==> src/hw/rtl/ubxr_pkg.sv <==
// ubxr_pkg: shared types and constants of the sync-framed byte receiver
// used by ubxr_parser, ubxr_out_buf and ubx_frame_receiver; no dependencies

package ubxr_pkg;

  // framing bytes
  localparam logic [7:0] SYNC_FIRST  = 8'hB5;
  localparam logic [7:0] SYNC_SECOND = 8'h62;

  // reset value of the payload length limit
  localparam logic [15:0] MAX_LEN_RESET = 16'd400;

  // configuration port
  localparam int unsigned CFG_ADDR_W = 3;
  localparam int unsigned CFG_DATA_W = 32;
  localparam logic        REG_MAX_LEN = 1'b0;  // word index of max_payload_length

  // result kinds
  typedef enum logic [1:0] {
    EV_PAYLOAD = 2'd0,
    EV_CK_GOOD = 2'd1,
    EV_CK_BAD  = 2'd2,
    EV_LEN_REJ = 2'd3
  } ubxr_event_t;

  // receiver phase, one-hot
  typedef enum logic [8:0] {
    PH_SYNC1   = 9'b000000001,
    PH_SYNC2   = 9'b000000010,
    PH_CLASS   = 9'b000000100,
    PH_ID      = 9'b000001000,
    PH_LENLO   = 9'b000010000,
    PH_LENHI   = 9'b000100000,
    PH_PAYLOAD = 9'b001000000,
    PH_CKLO    = 9'b010000000,
    PH_CKHI    = 9'b100000000
  } ubxr_phase_t;

  // one result item
  typedef struct packed {
    ubxr_event_t event_kind;
    logic [7:0]  message_class;
    logic [7:0]  message_id;
    logic [15:0] frame_length;
    logic [7:0]  payload_byte;
    logic [15:0] payload_index;
  } ubxr_result_t;

endpackage

==> src/hw/rtl/ubxr_parser.sv <==
// ubxr_parser: frame state machine, running checksums and result forming
// depends on ubxr_pkg

module ubxr_parser
  import ubxr_pkg::*;
(
  input  logic         clk,
  input  logic         rst_n,
  input  logic         accept,
  input  logic [7:0]   byte_in,
  input  logic [15:0]  max_len,
  output logic         push,
  output ubxr_result_t result
);

  ubxr_phase_t phase_r, phase_nxt;
  logic [7:0]  class_r, class_nxt;
  logic [7:0]  id_r, id_nxt;
  logic [7:0]  len_lo_r, len_lo_nxt;
  logic [15:0] len_r, len_nxt;
  logic [15:0] count_r, count_nxt;
  logic [7:0]  sum_a_r, sum_a_nxt;
  logic [7:0]  sum_b_r, sum_b_nxt;
  logic [7:0]  ck_lo_r, ck_lo_nxt;

  logic [7:0]  add_a;
  logic [7:0]  add_b;
  logic [15:0] new_len;
  logic [15:0] count_inc;

  // running fletcher sums with the current byte folded in
  assign add_a     = sum_a_r + byte_in;
  assign add_b     = sum_b_r + add_a;
  assign new_len   = {byte_in, len_lo_r};
  assign count_inc = (count_r == 16'hFFFF) ? count_r : count_r + 16'd1;

  // next state and result for one byte
  always_comb begin
    phase_nxt  = phase_r;
    class_nxt  = class_r;
    id_nxt     = id_r;
    len_lo_nxt = len_lo_r;
    len_nxt    = len_r;
    count_nxt  = count_r;
    sum_a_nxt  = sum_a_r;
    sum_b_nxt  = sum_b_r;
    ck_lo_nxt  = ck_lo_r;
    push       = 1'b0;
    result.event_kind    = EV_PAYLOAD;
    result.message_class = class_r;
    result.message_id    = id_r;
    result.frame_length  = len_r;
    result.payload_byte  = 8'd0;
    result.payload_index = 16'd0;
    unique case (phase_r)
      PH_SYNC2: begin
        if (byte_in == SYNC_SECOND) begin
          phase_nxt = PH_CLASS;
        end else if (byte_in != SYNC_FIRST) begin
          phase_nxt = PH_SYNC1;
        end
      end
      PH_CLASS: begin
        class_nxt = byte_in;
        sum_a_nxt = add_a;
        sum_b_nxt = add_b;
        phase_nxt = PH_ID;
      end
      PH_ID: begin
        id_nxt    = byte_in;
        sum_a_nxt = add_a;
        sum_b_nxt = add_b;
        phase_nxt = PH_LENLO;
      end
      PH_LENLO: begin
        len_lo_nxt = byte_in;
        sum_a_nxt  = add_a;
        sum_b_nxt  = add_b;
        phase_nxt  = PH_LENHI;
      end
      PH_LENHI: begin
        sum_a_nxt = add_a;
        sum_b_nxt = add_b;
        len_nxt   = new_len;
        count_nxt = 16'd0;
        if (new_len > max_len) begin
          push                = accept;
          result.event_kind   = EV_LEN_REJ;
          result.frame_length = new_len;
          phase_nxt           = PH_SYNC1;
        end else if (new_len == 16'd0) begin
          phase_nxt = PH_CKLO;
        end else begin
          phase_nxt = PH_PAYLOAD;
        end
      end
      PH_PAYLOAD: begin
        push                 = accept;
        result.payload_byte  = byte_in;
        result.payload_index = count_r;
        sum_a_nxt            = add_a;
        sum_b_nxt            = add_b;
        count_nxt            = count_inc;
        if (count_inc >= len_r) begin
          phase_nxt = PH_CKLO;
        end
      end
      PH_CKLO: begin
        ck_lo_nxt = byte_in;
        phase_nxt = PH_CKHI;
      end
      PH_CKHI: begin
        push              = accept;
        result.event_kind = (sum_a_r == ck_lo_r && sum_b_r == byte_in) ? EV_CK_GOOD
                                                                       : EV_CK_BAD;
        phase_nxt         = PH_SYNC1;
      end
      // hunting for the first sync byte
      default: begin
        if (byte_in == SYNC_FIRST) begin
          sum_a_nxt = 8'd0;
          sum_b_nxt = 8'd0;
          count_nxt = 16'd0;
          phase_nxt = PH_SYNC2;
        end else begin
          phase_nxt = PH_SYNC1;
        end
      end
    endcase
  end

  // state advances only on an accepted byte
  always_ff @(posedge clk) begin
    if (!rst_n) begin
      phase_r  <= PH_SYNC1;
      class_r  <= 8'd0;
      id_r     <= 8'd0;
      len_lo_r <= 8'd0;
      len_r    <= 16'd0;
      count_r  <= 16'd0;
      sum_a_r  <= 8'd0;
      sum_b_r  <= 8'd0;
      ck_lo_r  <= 8'd0;
    end else if (accept) begin
      phase_r  <= phase_nxt;
      class_r  <= class_nxt;
      id_r     <= id_nxt;
      len_lo_r <= len_lo_nxt;
      len_r    <= len_nxt;
      count_r  <= count_nxt;
      sum_a_r  <= sum_a_nxt;
      sum_b_r  <= sum_b_nxt;
      ck_lo_r  <= ck_lo_nxt;
    end
  end

endmodule

==> src/hw/rtl/ubxr_out_buf.sv <==
// ubxr_out_buf: result register with a skid stage behind it
// depends on ubxr_pkg

module ubxr_out_buf
  import ubxr_pkg::*;
(
  input  logic         clk,
  input  logic         rst_n,
  input  logic         push,
  input  ubxr_result_t push_data,
  input  logic         out_stall,
  output logic         out_valid,
  output ubxr_result_t out_data,
  output logic         full
);

  logic         out_valid_r;
  logic         skid_valid_r;
  ubxr_result_t out_data_r;
  ubxr_result_t skid_data_r;
  logic         pop;

  assign pop       = out_valid_r && !out_stall;
  assign out_valid = out_valid_r;
  assign out_data  = out_data_r;
  assign full      = skid_valid_r;

  // valid flags
  always_ff @(posedge clk) begin
    if (!rst_n) begin
      out_valid_r  <= 1'b0;
      skid_valid_r <= 1'b0;
    end else if (skid_valid_r) begin
      if (pop) begin
        skid_valid_r <= 1'b0;
      end
    end else if (push) begin
      if (out_valid_r && !pop) begin
        skid_valid_r <= 1'b1;
      end else begin
        out_valid_r <= 1'b1;
      end
    end else if (pop) begin
      out_valid_r <= 1'b0;
    end
  end

  // payload moves
  always_ff @(posedge clk) begin
    if (skid_valid_r) begin
      if (pop) begin
        out_data_r <= skid_data_r;
      end
    end else if (push) begin
      if (out_valid_r && !pop) begin
        skid_data_r <= push_data;
      end else begin
        out_data_r <= push_data;
      end
    end
  end

endmodule

==> src/hw/rtl/ubx_frame_receiver.sv <==
// ubx_frame_receiver: top level of the sync-framed byte receiver
// depends on ubxr_pkg, ubxr_parser and ubxr_out_buf
//
// Usage:
//   in_*  channel carries one received byte per transfer (in_valid/in_stall).
//   out_* channel carries at most one result per byte: a payload byte with its
//   index, a checksum good/bad frame end, or a length-rejected notice.
//   APB port holds max_payload_length at byte address 0 (reset 400); write it
//   only while no transfer is in flight.
// Timing:
//   one byte is taken every cycle while in_stall is low; a result-yielding byte
//   goes to the result register, or to the skid stage while that register holds.
//   The frame state machine updates in the same cycle as the transfer.
// Reset (rst_n low, synchronous): back to hunting for the first sync byte,
//   sums and counters cleared, output empty, limit restored to 400.
// Receiver stall: the result register holds; one more result is caught in a
//   skid stage, after which in_stall rises until the result register drains.

module ubx_frame_receiver
  import ubxr_pkg::*;
(
  input  logic                  clk,
  input  logic                  rst_n,
  // input byte channel
  input  logic                  in_valid,
  output logic                  in_stall,
  input  logic [7:0]            in_byte_in,
  // result channel
  output logic                  out_valid,
  input  logic                  out_stall,
  output logic [1:0]            out_event_kind,
  output logic [7:0]            out_message_class,
  output logic [7:0]            out_message_id,
  output logic [15:0]           out_frame_length,
  output logic [7:0]            out_payload_byte,
  output logic [15:0]           out_payload_index,
  // configuration port
  input  logic                  psel,
  input  logic                  penable,
  input  logic                  pwrite,
  input  logic [CFG_ADDR_W-1:0] paddr,
  input  logic [CFG_DATA_W-1:0] pwdata,
  output logic [CFG_DATA_W-1:0] prdata,
  output logic                  pready
);

  logic [15:0]  max_len_r;
  logic         in_accept;
  logic         push;
  logic         buf_full;
  ubxr_result_t push_data;
  ubxr_result_t out_data;

  // configuration register
  assign pready = 1'b1;
  always_ff @(posedge clk) begin
    if (!rst_n) begin
      max_len_r <= MAX_LEN_RESET;
    end else if (psel && penable && pwrite && pready
                 && paddr[CFG_ADDR_W-1] == REG_MAX_LEN) begin
      max_len_r <= pwdata[15:0];
    end
  end
  assign prdata = (paddr[CFG_ADDR_W-1] == REG_MAX_LEN)
                  ? {{(CFG_DATA_W-16){1'b0}}, max_len_r} : '0;

  // input transfer
  assign in_stall  = buf_full;
  assign in_accept = in_valid && !in_stall;

  ubxr_parser u_parser (
    .clk     (clk),
    .rst_n   (rst_n),
    .accept  (in_accept),
    .byte_in (in_byte_in),
    .max_len (max_len_r),
    .push    (push),
    .result  (push_data)
  );

  ubxr_out_buf u_out_buf (
    .clk       (clk),
    .rst_n     (rst_n),
    .push      (push),
    .push_data (push_data),
    .out_stall (out_stall),
    .out_valid (out_valid),
    .out_data  (out_data),
    .full      (buf_full)
  );

  // result fields
  assign out_event_kind    = out_data.event_kind;
  assign out_message_class = out_data.message_class;
  assign out_message_id    = out_data.message_id;
  assign out_frame_length  = out_data.frame_length;
  assign out_payload_byte  = out_data.payload_byte;
  assign out_payload_index = out_data.payload_index;

`ifndef SYNTHESIS
  // out_valid is high on the next cycle after a result is produced
  a_push_shows: assert property (@(posedge clk) disable iff (!rst_n)
    push |=> out_valid)
    else $error("result lost after push");

  // skid stage only fills behind a full result register
  a_skid_behind: assert property (@(posedge clk) disable iff (!rst_n)
    in_stall |-> out_valid)
    else $error("skid stage holds data with empty result register");

  // a result arriving at a stalled full register lands in the skid stage
  a_skid_fill: assert property (@(posedge clk) disable iff (!rst_n)
    (push && out_valid && out_stall) |=> in_stall)
    else $error("result not caught by skid stage");
`endif

endmodule

==> config.mk <==
export PLATFORM = sky130hd
export DESIGN_NAME = ubx_frame_receiver
export DESIGN_NICKNAME = d
export VERILOG_FILES = /design/src/hw/rtl/ubxr_pkg.sv /design/src/hw/rtl/ubxr_parser.sv /design/src/hw/rtl/ubxr_out_buf.sv /design/src/hw/rtl/ubx_frame_receiver.sv
export SDC_FILE = /design/constraint.sdc
export NUM_CORES = 1
export LEC_CHECK = 0
export BUFFER_PORTS_ARGS = -buffer_cell sky130_fd_sc_hd__buf_2
export CAP_MARGIN = 30
export CORE_UTILIZATION = 55
export CTS_CLUSTER_SIZE = 28
export DETAILED_ROUTE_END_ITERATION = 6
export PLACE_DENSITY = 0.82
export RECOVER_POWER = 100
export SETUP_SLACK_MARGIN = 0.15
export SYNTH_ARGS = -nofsm -noshare
export SYNTH_HDL_FRONTEND = slang
export SYNTH_SLANG_ARGS = --single-unit
export TNS_END_PERCENT = 100
==> constraint.sdc <==
create_clock -name clk -period 7.64 [get_ports clk]
set_input_delay 0.764 -clock clk [delete_from_list [all_inputs] [get_ports clk]]
set_output_delay 0.764 -clock clk [all_outputs]
set_load 0.05 [all_outputs]
# Word-level counts from Yosys, hierarchy flattened
# Index checks and enable logic that the tools add are counted.
# op_classes
mux	33
n_addsub	3
reduce_logical	30
bitwise	4
magnitude_cmp	2
n_eq_ne	19
# op_table
operator	n
$mux W58	4
$mux W16	5
$pmux W9 S8	1
$pmux W16 S3	1
$pmux W8 S2	2
$mux W9	3
$mux W24	1
$mux W8	3
$reduce_and A3 Y1	6
$add A16 B1 Y16 const B	1
$add A8 B8 Y8	2
$eq A16 B16 Y1 const B	1
$eq A8 B8 Y1	2
$ge A16 B16 Y1	1
$gt A16 B16 Y1	1
$logic_not A16 Y1	1
$reduce_and A2 Y1	5
$eq A9 B2 Y1 const B	1
$eq A9 B3 Y1 const B	1
$eq A9 B4 Y1 const B	1
$eq A9 B5 Y1 const B	1
$eq A9 B6 Y1 const B	1
$eq A9 B7 Y1 const B	1
$eq A9 B8 Y1 const B	1
20 further kinds	44
# totals
out_inout_bits	93
word_cells	115
in_bits	50
ff_bits	223

# Longest topological paths before layout
# Gate-level depths: netlist of the first run.
# depth
depth_word	7
depth_mapped	17
mapped_depth_nobuf	16

# Modules after synthesis
# A second synthesis of the first run with hierarchy kept.
# hier_totals
cells_unflattened	1006
area_unflattened_um2	11491.0
# by_module_without_submodules
mod	area_each_um2	instances	cells_per_inst	seq_area_each_um2
ubxr_parser	5985.7	1	705	1781.7
ubxr_out_buf	4576.9	1	194	3523.4
ubx_frame_receiver	928.4	1	107	320.3

# Worst setup path after synthesis of the first run
# No wires, ideal clock.
# synth_path
kind	input port to flip-flop
startpoint	input in_byte_in[4]
endpoint	register u_out_buf.out_data_r (netlist bit u_out_buf.out_data[0]), enable pin
path_slack_ns	0.663
stages	9
t_required_ns	7.078
setup_time_ns	0.562
t_arrival_ns	6.415
path_buffers	1
path_cell_list	ha_1 > nand3_1 > or3_1 > o21ai_0 > a211o_1 > and3b_2 > buf_6 > o31ai_1 > a21boi_0
# synth_between
elab_chain_len	5
# synth_lines
item	line	text
start, declared	ubx_frame_receiver.sv:27	input logic [7:0] in_byte_in,
$gt A16 B16 Y1	ubxr_parser.sv:86	if (new_len > max_len) begin
$mux W1	ubxr_parser.sv:86	
$pmux W1 S2	ubxr_parser.sv:55	unique case (phase_r)
$reduce_bool A2 Y1 (no source line)	n/a	
$reduce_and A3 Y1 (no source line)	n/a	
end signal, assigned	ubxr_out_buf.sv:52	out_data_r <= skid_data_r;
end signal, assigned	ubxr_out_buf.sv:58	out_data_r <= push_data;
end, declared	ubxr_out_buf.sv:19	ubxr_result_t out_data_r;
# Every way passes these cells.
# A chain may end at the register's enable or synchronous reset.

# Worst setup path in the final report of the first run
# layout_path
startpoint	register u_out_buf.skid_valid_r (netlist: u_out_buf.full)
endpoint	register u_parser.sum_b_r[7]
# layout_between
elab_chain_len	3
# layout_lines
item	line	text
start, declared	ubxr_out_buf.sv:18	logic skid_valid_r;
start signal, assigned	ubxr_out_buf.sv:32	skid_valid_r <= 1'b0;
start signal, assigned	ubxr_out_buf.sv:35	skid_valid_r <= 1'b0;
start signal, assigned	ubxr_out_buf.sv:39	skid_valid_r <= 1'b1;
$logic_not A1 Y1	ubx_frame_receiver.sv:69	assign in_accept = in_valid && !in_stall;
$logic_and A1 B1 Y1	ubx_frame_receiver.sv:69	
$reduce_and A3 Y1 (no source line)	n/a	
end signal, assigned	ubxr_parser.sv:152	sum_b_r <= sum_b_nxt;
end, declared	ubxr_parser.sv:23	logic [7:0] sum_b_r, sum_b_nxt;
# Every way passes these cells.

==> results.py, run 1 <==
metrics = {
    "die": {
        "ios": 143,
        "die-area_sq_mm": 0.0203,
        "core_area_sq_mm": 0.0190,
        "initial_utilization": 0.570,
        "rows": 50,
        "fp.dieH_um": 142,
        "die_width_um": 142,
    },
    "power_and_ir_drop": {
        "seqPwrFrac": 0.516,
        "switchingPower_uw": 530,
        "intPower_mw": 1.89,
        "pwr-share-comb": 0.039,
        "switching_share": 0.219,
        "p_leak_nw": 4.74,
        "peakVddDrop_mv": 0.156,
        "clkPwrFrac": 0.446,
        "powerDensity_mw_per_mm2": 201,
    },
    "min_path": {
        "hold_path_class": "flop to flop",
        "hp-start": "max_len_r[3]",
    },
    "clocking": {
        "cts_tree": "done",
        "cts_buffer_depth": 3,
        "ctsResizeCount": 0,
        "cts_hold_buf": 0,
        "cts_max_level": 1,
        "cts_sinks": 223,
        "post_cts_buffers": 0,
        "cts_inserted_buffers": 23,
        "cts_root_buffer": "clkbuf_16",
        "clkTransAtPathRegs_ps": 60,
        "clk_latency_ps": 520,
    },
    "critical_path": {
        "critPathRequiredTime_ps": 8070,
        "crit_path_max_fanout": 42,
        "cp-start-kind": "flop",
        "cp.arrival_ps": 5580,
        "slowest_delay_ps": 1610,
        "path_cells": "clkbuf_1, clkinv_1, clkbuf_1, nand2_1, nor3_1, and2_0, nand2b_1, mux2_2, a21oi_1",
        "critPathKind": "flop to flop",
        "cp-end-kind": "flop",
        "crit_start": "u_out_buf.full",
        "r2r-start": "u_out_buf.full",
        "cp_slowest_cell": "clkbuf_1",
        "cpMostUsedCell": "clkbuf_1",
    },
    "logic_synthesis": {
        "synthArstFlopShare": 0,
        "yosysSeqAreaShare": 0.519,
        "synth-seq-cells": 223,
        "synth_edf_count": 116,
        "synth_top_area_frac": 0.321,
        "synthCells": 1025,
        "syn_avg_cell_area_sq_um": 10.6,
        "synth_cell_types": 70,
        "synthFlopType": "edfxtp_1",
        "synth_largest_area_cell": "edfxtp_1",
        "synthTopCellsByArea": "edfxtp_1, dfxtp_1, mux2_2",
        "ys_warn_count": 0,
        "synth.most_common_cell": "edfxtp_1",
        "ys_top_cells_by_count": "edfxtp_1, dfxtp_1, nor2_1",
        "synth_area_sq_mm": 0.0108,
    },
    "sta": {
        "setup_viol": 0,
        "fmax_ghz": 0.194,
        "relSlewSlack": -0.483,
        "rsz0062_at_grt": "no",
        "min_period_over_period": 0.673,
        "setup_tns_ps": 0,
        "period_minus_slack_ps": 5140,
        "finalMaxSlewViolations": 44,
        "final_hold_viol_count": 0,
        "worst_pin_slew_ps": 2220,
        "fin_skew_ps": 18.7,
        "fin_hold_ws_ps": 453,
    },
    "outcome": {
        "violations": "capacitance limit, slew limit",
        "status": "finished with violations",
    },
    "global_routing": {
        "met2_usage": 0.365,
        "antenna_found_initial": 0,
        "grt_max_degree": 79,
        "grt_util_met3": 0.0306,
        "grt_pass1_vias": 7279,
        "grtUsageMet1": 0.307,
        "busiest_layer": "met2",
        "overflow": 0,
        "grt_first_pass_wirelength_um": 36200,
        "grt_use_total": 0.224,
    },
    "detailed_routing": {
        "drt_iter0_markers": 354,
        "finalWirelength_um": 22400,
        "vias": 7783,
        "antenna_left": 0,
        "viasPerCell": 5.61,
        "drtPass1Iterations": 5,
        "route.detailed.drc": 0,
        "detail_route.wl_per_cell_um": 16.1,
    },
    "final_layout": {
        "nets": 1209,
        "n_antenna_cell": 0,
        "drive_gt1_frac": 0.124,
        "area_growth_pct": 11.2,
    },
    "placed_design": {
        "port_buffers": 107,
        "dpl.hpwl_um": 14700,
        "place_congestion": 0.880,
    },
    "run": {
        "cap_violations": 2,
    },
}
==> worst paths after layout <==
check                                      endpoint  slack (ps)  cells after the start
worst min register to register         max_len_r[3]         450                      2
worst max register to register  u_parser.sum_b_r[7]        2500                      9
worst max-delay path            u_parser.sum_b_r[7]        2500                      9
worst min-delay path                   max_len_r[3]         450                      2
==> cells by family after synthesis <==
family | after synthesis | share of synthesized area
compound gates | 151 | 0.0840
xor+xnor | 41 | 0.0331
fa+ha+maj | 49 | 0.0579
buf+inv | 114 | 0.0482
flops | 223 | 0.519
mux | 106 | 0.106
other cells | 2 | 0.000693
simple gates | 339 | 0.151
==> power by group through the flow <==
| stage | combinational, mW | sequential, mW | clock (mW) |
|---|---|---|---|
| final | 0.0941 | 1.25 | 1.08 |
| after global routing | 0.102 | 1.25 | 1.14 |
| after CTS | 0.0944 | 1.25 | 1.10 |
| after detailed placement | 0.0937 | 1.28 | 0 |
| after global placement | 0.0920 | 1.28 | 0 |
| after floorplan | 0.0747 | 1.28 | 0 |
==> registers in the layout, summed over array words and instances (netlist names) <==
| name | flops |
|---|---|
| u_out_buf.out_data | 58 |
| u_out_buf.skid_data_r | 58 |
| max_len_r | 16 |
| u_parser.count_r | 16 |
| u_parser.len_r | 16 |
| u_parser.phase_r | 9 |
| u_parser.ck_lo_r | 8 |
| u_parser.class_r | 8 |
| u_parser.id_r | 8 |
| u_parser.len_lo_r | 8 |
| u_parser.sum_a_r | 8 |
| u_parser.sum_b_r | 8 |
| u_out_buf.full | 1 |
| u_out_buf.out_valid | 1 |
==> layout by cell type (no fill, tap or decap), drive strengths merged, types with 24 or more instances in the layout <==
cell	count
a21oi	74
nand2	106
ha	47
edfxtp	116
mux2	74
nand3	24
and2	24
inv	43
mux2i	32
buf	34
xor2	27
clkbuf	109
nor2	107
dfxtp	107
==> worst max-delay path, delay by kind of cell (launching register included) <==
family | cells | cell delay [ps]
AO/OA/AOI/OAI | 1 | 110
buffers and inverters | 3 | 2280
flip-flops | 1 | 330
multiplexers | 1 | 290
AND/OR/NAND/NOR | 4 | 2050
==> stage by stage <==
step,power [mW],utilization,setup slack [ps],cell area (sq um),cells
2_1_floorplan,1.35,-,663,10900,1040
3_3_place_gp,1.37,0.603,3420,11500,1343
3_5_place_dp,1.37,0.604,3310,11500,1344
4_1_cts,2.44,0.642,3820,12200,1386
5_1_grt,2.49,0.634,2000,12100,1387
6_report,2.43,0.634,2500,12100,1387
==> final cells by class <==
cell class	instances	area [sq um]
repair buffers	115	490
clock buffers	28	594
inverters	44	165
clock inverters	14	128
fillers	1561	6960
well taps	260	325
multi-input cells	703	4730
flip-flops and latches	223	5630
==> layer usage <==
layer / part of all wire / wire length, um
met5: 0 / 0
met4: 0.030 / 680
met3: 0.055 / 1240
met2: 0.45 / 10200
met1: 0.46 / 10300
Power figures use the tool's default switching activity.
==> inputs of run 2 (changes only) <==
clock period = 5.4 ns   (was 7.64 ns; I/O delays follow)
==> results.py, run 2 (synthesis gave the netlist of run 1 again) <==
metrics = {
    "detailed_routing": {
        "drtPass1Iterations": 5,
        "drt_iter0_markers": 595,
        "wl_met2_um": 10300,
        "route.detailed.drc": 0,
        "detail_route.wl_per_cell_um": 16.4,
        "wl_met1_um": 10700,
        "antenna_left": 0,
        "viasPerCell": 5.59,
        "finalWirelength_um": 22700,
        "met3WireLength_um": 1220,
        "vias": 7757,
        "routed.top_layer": "met4",
    },
    "sta": {
        "relSlewSlack": 0.149,
        "final_hold_viol_count": 0,
        "fin_skew_ps": 15.4,
        "period_minus_slack_ps": 4310,
        "fmax_ghz": 0.232,
        "setup_ws_ps": 1090,
        "setup_tns_ps": 0,
        "finalMaxSlewViolations": 0,
        "setup_viol": 0,
        "worst_pin_slew_ps": 1280,
        "min_period_over_period": 0.797,
        "rsz0062_at_grt": "no",
    },
    "clocking": {
        "cts_buffer_depth": 3,
        "cts_sinks": 223,
        "cts_inserted_buffers": 23,
        "cts_max_level": 1,
        "post_cts_buffers": 0,
        "ctsResizeCount": 0,
        "cts_root_buffer": "clkbuf_16",
        "cts_hold_buf": 0,
        "clk_latency_ps": 510,
        "clkTransAtPathRegs_ps": 60,
        "cts_tree": "done",
    },
    "critical_path": {
        "crit_start": "u_parser.phase_r[3]",
        "crit_end": "u_out_buf.skid_data_r[4]",
        "rr_endpoint": "u_out_buf.skid_data_r[4]",
        "reg2reg_slack_ps": 1090,
        "worst-path-buf-inv": 2,
        "reg2regPathDepth": 7,
        "cp-start-kind": "flop",
        "cp.arrival_ps": 4440,
        "r2r-start": "u_parser.phase_r[3]",
        "crit_path_max_fanout": 48,
        "critPathRequiredTime_ps": 5540,
        "cp-end-kind": "flop",
        "cp_top_family": "simple AND/OR/NAND/NOR gates",
        "path_cells": "nor4_1, nand2_2, nor3b_2, clkbuf_1, o31ai_1, nor2_4, buf_4",
        "slowest_delay_ps": 950,
        "critPathKind": "flop to flop",
        "cp_slowest_cell": "clkbuf_1",
        "path_depth": 7,
    },
    "die": {
        "die-area_sq_mm": 0.0203,
        "ios": 143,
        "core_area_sq_mm": 0.0190,
        "die_width_um": 142,
        "initial_utilization": 0.570,
        "fp.dieH_um": 142,
        "rows": 50,
    },
    "run": {
        "cap_violations": 0,
    },
    "outcome": {
        "status": "finished clean",
    },
    "final_layout": {
        "layout_common_cells": "edfxtp_1, dfxtp_1, nor2_1, nand2_1, clkbuf_1",
        "fill_cells": 1518,
        "fin_cells": 1387,
        "drive_gt1_frac": 0.129,
        "layout_commonest_cell": "edfxtp_1",
        "n_antenna_cell": 0,
        "multiInputGateArea_sq_mm": 0.00474,
        "area_growth_pct": 12.4,
        "post-route-util": 0.641,
        "nets": 1209,
        "regArea_sq_mm": 0.00563,
    },
    "placed_design": {
        "place_ws_ps": 1280,
        "dpl.hpwl_um": 15000,
        "dp.cells": 1345,
        "port_buffers": 107,
        "place_congestion": 0.893,
    },
    "power_and_ir_drop": {
        "powerDensity_mw_per_mm2": 299,
        "peakVddDrop_mv": 0.193,
        "p_leak_nw": 4.79,
        "power_mw": 3.64,
    },
    "global_routing": {
        "grt_max_degree": 52,
        "grt_use_total": 0.224,
        "grt_first_pass_wirelength_um": 36200,
        "grt_pass1_vias": 7116,
        "antenna_found_initial": 0,
        "overflow": 0,
    },
    "min_path": {
        "hold_path_class": "primary input to flop",
    },
}
[run 2: cell types whose count changed in the layout (fill, tap and decap cells not counted), sizes merged]
cell,change
clkbuf,-2
clkinvlp,-1
buf,+2
inv,+1
bufinv,+4
clkinv,-4
[run 2: report_power, final]
part	leakage, nW	switching (mW)	total, mW	internal (mW)
combinational	2.47	0.102	0.135	0.0327
clock	0.402	0.649	1.74	1.09
sequential	1.92	0.00194	1.77	1.77
total	4.79	0.753	3.64	2.89
[run 2: stage by stage]
| stage | area (sq um) | hold slack (ps) |
|---|---|---|
| 2_1_floorplan | 10900 | 426 |
| 3_3_place_gp | 11500 | 437 |
| 3_5_place_dp | 11500 | 446 |
| 4_1_cts | 12300 | 250 |
| 5_1_grt | 12200 | 266 |
| 6_report | 12200 | 264 |
[run 2: final cells by class]
cell class                      instances  share of cell area
Clock inverter                         14              0.0189
Tap cell                              260              0.0267
Sequential cell                       223               0.461
Inverter                               44              0.0135
Clock buffer                           28              0.0496
Multi-Input combinational cell        703               0.388
Timing Repair Buffer                  115              0.0416
[run 2: per-layer routing]
layer,up-vias,global-route usage
met2,273,0.361
met3,35,0.0269
met4,0,0.0640
li1,3780,-
met1,3669,0.317
met5,-,0
[run 2: how the worst min path moves through the flow]
stage	slack, ps	start	cells past startpoint	end
after global routing	270	pwdata[0]	3	max_len_r[0]
after floorplan	430	u_parser.id_r[0]	0	u_out_buf.skid_data_r[40]
after global placement	440	u_parser.class_r[0]	0	u_out_buf.skid_data_r[48]
after CTS	250	pwdata[0]	3	max_len_r[0]
after detailed placement	450	max_len_r[2]	2	max_len_r[2]
final	260	pwdata[8]	3	max_len_r[8]
[run 2: worst register-to-register path, delay by kind of cell (launching register included)]
family,cells,cell delay (ps)
AND/OR/NAND/NOR,4,1600
flip-flops,1,380
buffers and inverters,2,1520
AO/OA/AOI/OAI,1,390
==> inputs of run 3 (changes only) <==
ABC_AREA = 1   (was default)
CORE_UTILIZATION = 53   (was 55)
clock period = 3.5 ns   (was 5.4 ns; I/O delays follow)
==> results.py, run 3 <==
metrics = {
    "outcome": {
        "status": "finished with violations",
        "violations": "capacitance limit, slew limit",
    },
    "critical_path": {
        "crit_path_max_fanout": 49,
        "cpMostUsedCell": "nor2_1",
        "critPathKind": "flop to flop",
        "cp_slowest_cell": "nor2_1",
        "critPathRequiredTime_ps": 3680,
        "cp-start-kind": "flop",
        "worst-path-buf-inv": 4,
        "slowest_delay_ps": 480,
        "path_cells": "nor2_1, clkinv_1, nor2_1, nand3_4, inv_1, nor2_1, nand2_1, nand3_1, inv_1, buf_12",
        "cp_top_family": "buffers and inverters",
        "cp.arrival_ps": 3280,
        "cp-end-kind": "flop",
    },
    "final_layout": {
        "area_growth_pct": 13.0,
        "drive_gt1_frac": 0.0751,
        "layout_common_cells": "nand2_1, inv_1, a21oi_1, edfxtp_1, dfxtp_1",
        "layout_commonest_cell": "nand2_1",
        "n_antenna_cell": 0,
        "nets": 1493,
    },
    "global_routing": {
        "grt_max_degree": 76,
        "grt_pass1_vias": 8295,
        "overflow": 0,
        "busiest_layer": "met2",
        "grt_first_pass_wirelength_um": 40700,
        "met2_usage": 0.385,
        "antenna_found_initial": 0,
        "grt_use_total": 0.237,
        "grt_util_met3": 0.0413,
        "grtUsageMet1": 0.312,
    },
    "clocking": {
        "clkTransAtPathRegs_ps": 60,
        "cts_buffer_depth": 3,
        "clk_latency_ps": 510,
        "post_cts_buffers": 0,
        "cts_inserted_buffers": 23,
        "cts_tree": "done",
        "cts_max_level": 1,
        "cts_sinks": 223,
        "cts_root_buffer": "clkbuf_16",
    },
    "power_and_ir_drop": {
        "powerDensity_mw_per_mm2": 455,
        "peakVddDrop_mv": 0.560,
        "p_leak_nw": 5.34,
        "power_mw": 5.66,
    },
    "detailed_routing": {
        "drtPass1Iterations": 5,
        "viasPerCell": 5.35,
        "vias": 8986,
        "antenna_left": 0,
        "route.detailed.drc": 0,
        "detail_route.wl_per_cell_um": 15.1,
        "finalWirelength_um": 25300,
        "drt_iter0_markers": 701,
    },
    "logic_synthesis": {
        "ys_top_cells_by_count": "nand2_1, inv_1, a21oi_1",
        "synthCells": 1298,
        "syn_avg_cell_area_sq_um": 8.47,
        "synth_cell_types": 45,
        "synthArstFlopShare": 0,
        "synthTopCellsByArea": "edfxtp_1, dfxtp_1, nand2_1",
        "synth_largest_area_cell": "edfxtp_1",
        "synthFlopType": "edfxtp_1",
        "synth-seq-cells": 223,
        "ys_warn_count": 0,
        "synth_edf_count": 116,
        "yosysSeqAreaShare": 0.512,
        "synth.most_common_cell": "nand2_1",
        "synth_top_area_frac": 0.317,
        "synth_area_sq_mm": 0.0110,
    },
    "die": {
        "core_area_sq_mm": 0.0203,
        "die-area_sq_mm": 0.0213,
        "rows": 52,
        "die_width_um": 146,
        "ios": 143,
        "initial_utilization": 0.542,
        "fp.dieH_um": 146,
    },
    "sta": {
        "min_period_over_period": 0.885,
        "period_minus_slack_ps": 3100,
        "fin_skew_ps": 11.2,
        "rsz0062_at_grt": "no",
        "finalMaxSlewViolations": 69,
        "setup_viol": 0,
        "fmax_ghz": 0.323,
        "final_hold_viol_count": 0,
        "relSlewSlack": -0.765,
        "setup_tns_ps": 0,
        "worst_pin_slew_ps": 2650,
    },
    "placed_design": {
        "dpl.hpwl_um": 16900,
        "port_buffers": 107,
        "place_congestion": 0.939,
    },
    "min_path": {
        "hold_path_class": "primary input to flop",
    },
    "run": {
        "cap_violations": 1,
    },
}
[run 3: final cells by class]
class | count | area (sq um)
fillers | 1778 | 7870
flip-flops and latches | 223 | 5630
multi-input cells | 864 | 4480
clock buffers | 30 | 632
inverters | 160 | 602
repair buffers | 122 | 564
well taps | 270 | 338
clock inverters | 12 | 190
[run 3: layer usage]
metal	routed length, um	share of wire
met5	0	0
met4	852	0.034
met3	1920	0.076
met2	11800	0.46
met1	10800	0.43
[run 3: cell families after synthesis]
logic type / after synthesis / share of synthesized area
AND/OR/NAND/NOR: 524 / 0.205
buffers and inverters: 226 / 0.0872
flip-flops: 223 / 0.512
AO/OA/AOI/OAI: 242 / 0.113
adder cells (fa/ha/maj): 49 / 0.0571
XOR/XNOR: 32 / 0.0255
other: 2 / 0.000683
[run 3: worst register-to-register path, stage by stage (launching register included)]
cell	delay, ps
dfxtp_1	320
nor2_1	150
clkinv_1	120
nor2_1	480
nand3_4	120
inv_1	450
nor2_1	100
nand2_1	120
nand3_1	90
inv_1	450
buf_12	330
[run 3: through the flow]
stage / hold WS, ps / utilization / instances / area (sq um) / worst slack, ps
after floorplan: 425 / - / 1313 / 11100 / 510
after CTS: 53.0 / 0.618 / 1681 / 12500 / 259
after global routing: 70.3 / 0.612 / 1681 / 12400 / 127
after global placement: 436 / 0.577 / 1639 / 11700 / 396
final: 66.7 / 0.612 / 1681 / 12400 / 403
after detailed placement: 442 / 0.577 / 1639 / 11700 / 298
[run 3: final timing paths]
| check | slack (ps) | cells after the start | end | start |
|---|---|---|---|---|
| hold reg to reg | 460 | 0 | u_out_buf.skid_data_r[45] | u_parser.id_r[5] |
| setup / recovery | 400 | 10 | u_out_buf.skid_data_r[50] | u_parser.phase_r[0] |
| hold / removal | 70 | 3 | max_len_r[4] | pwdata[4] |
| setup reg to reg | 400 | 10 | u_out_buf.skid_data_r[50] | u_parser.phase_r[0] |
[run 3: timing repair]
action	in CTS	in global routing
hold buffers	0	0
gates resized for setup	0	5
endpoints found under the setup margin	0	9
hold endpoints to repair	0	0
[run 3: report_power, final]
group	switching (mW)	internal, mW	total (mW)
Clock	1.00	1.64	2.64
Combinational	0.208	0.0702	0.278
Sequential	0.00564	2.73	2.74
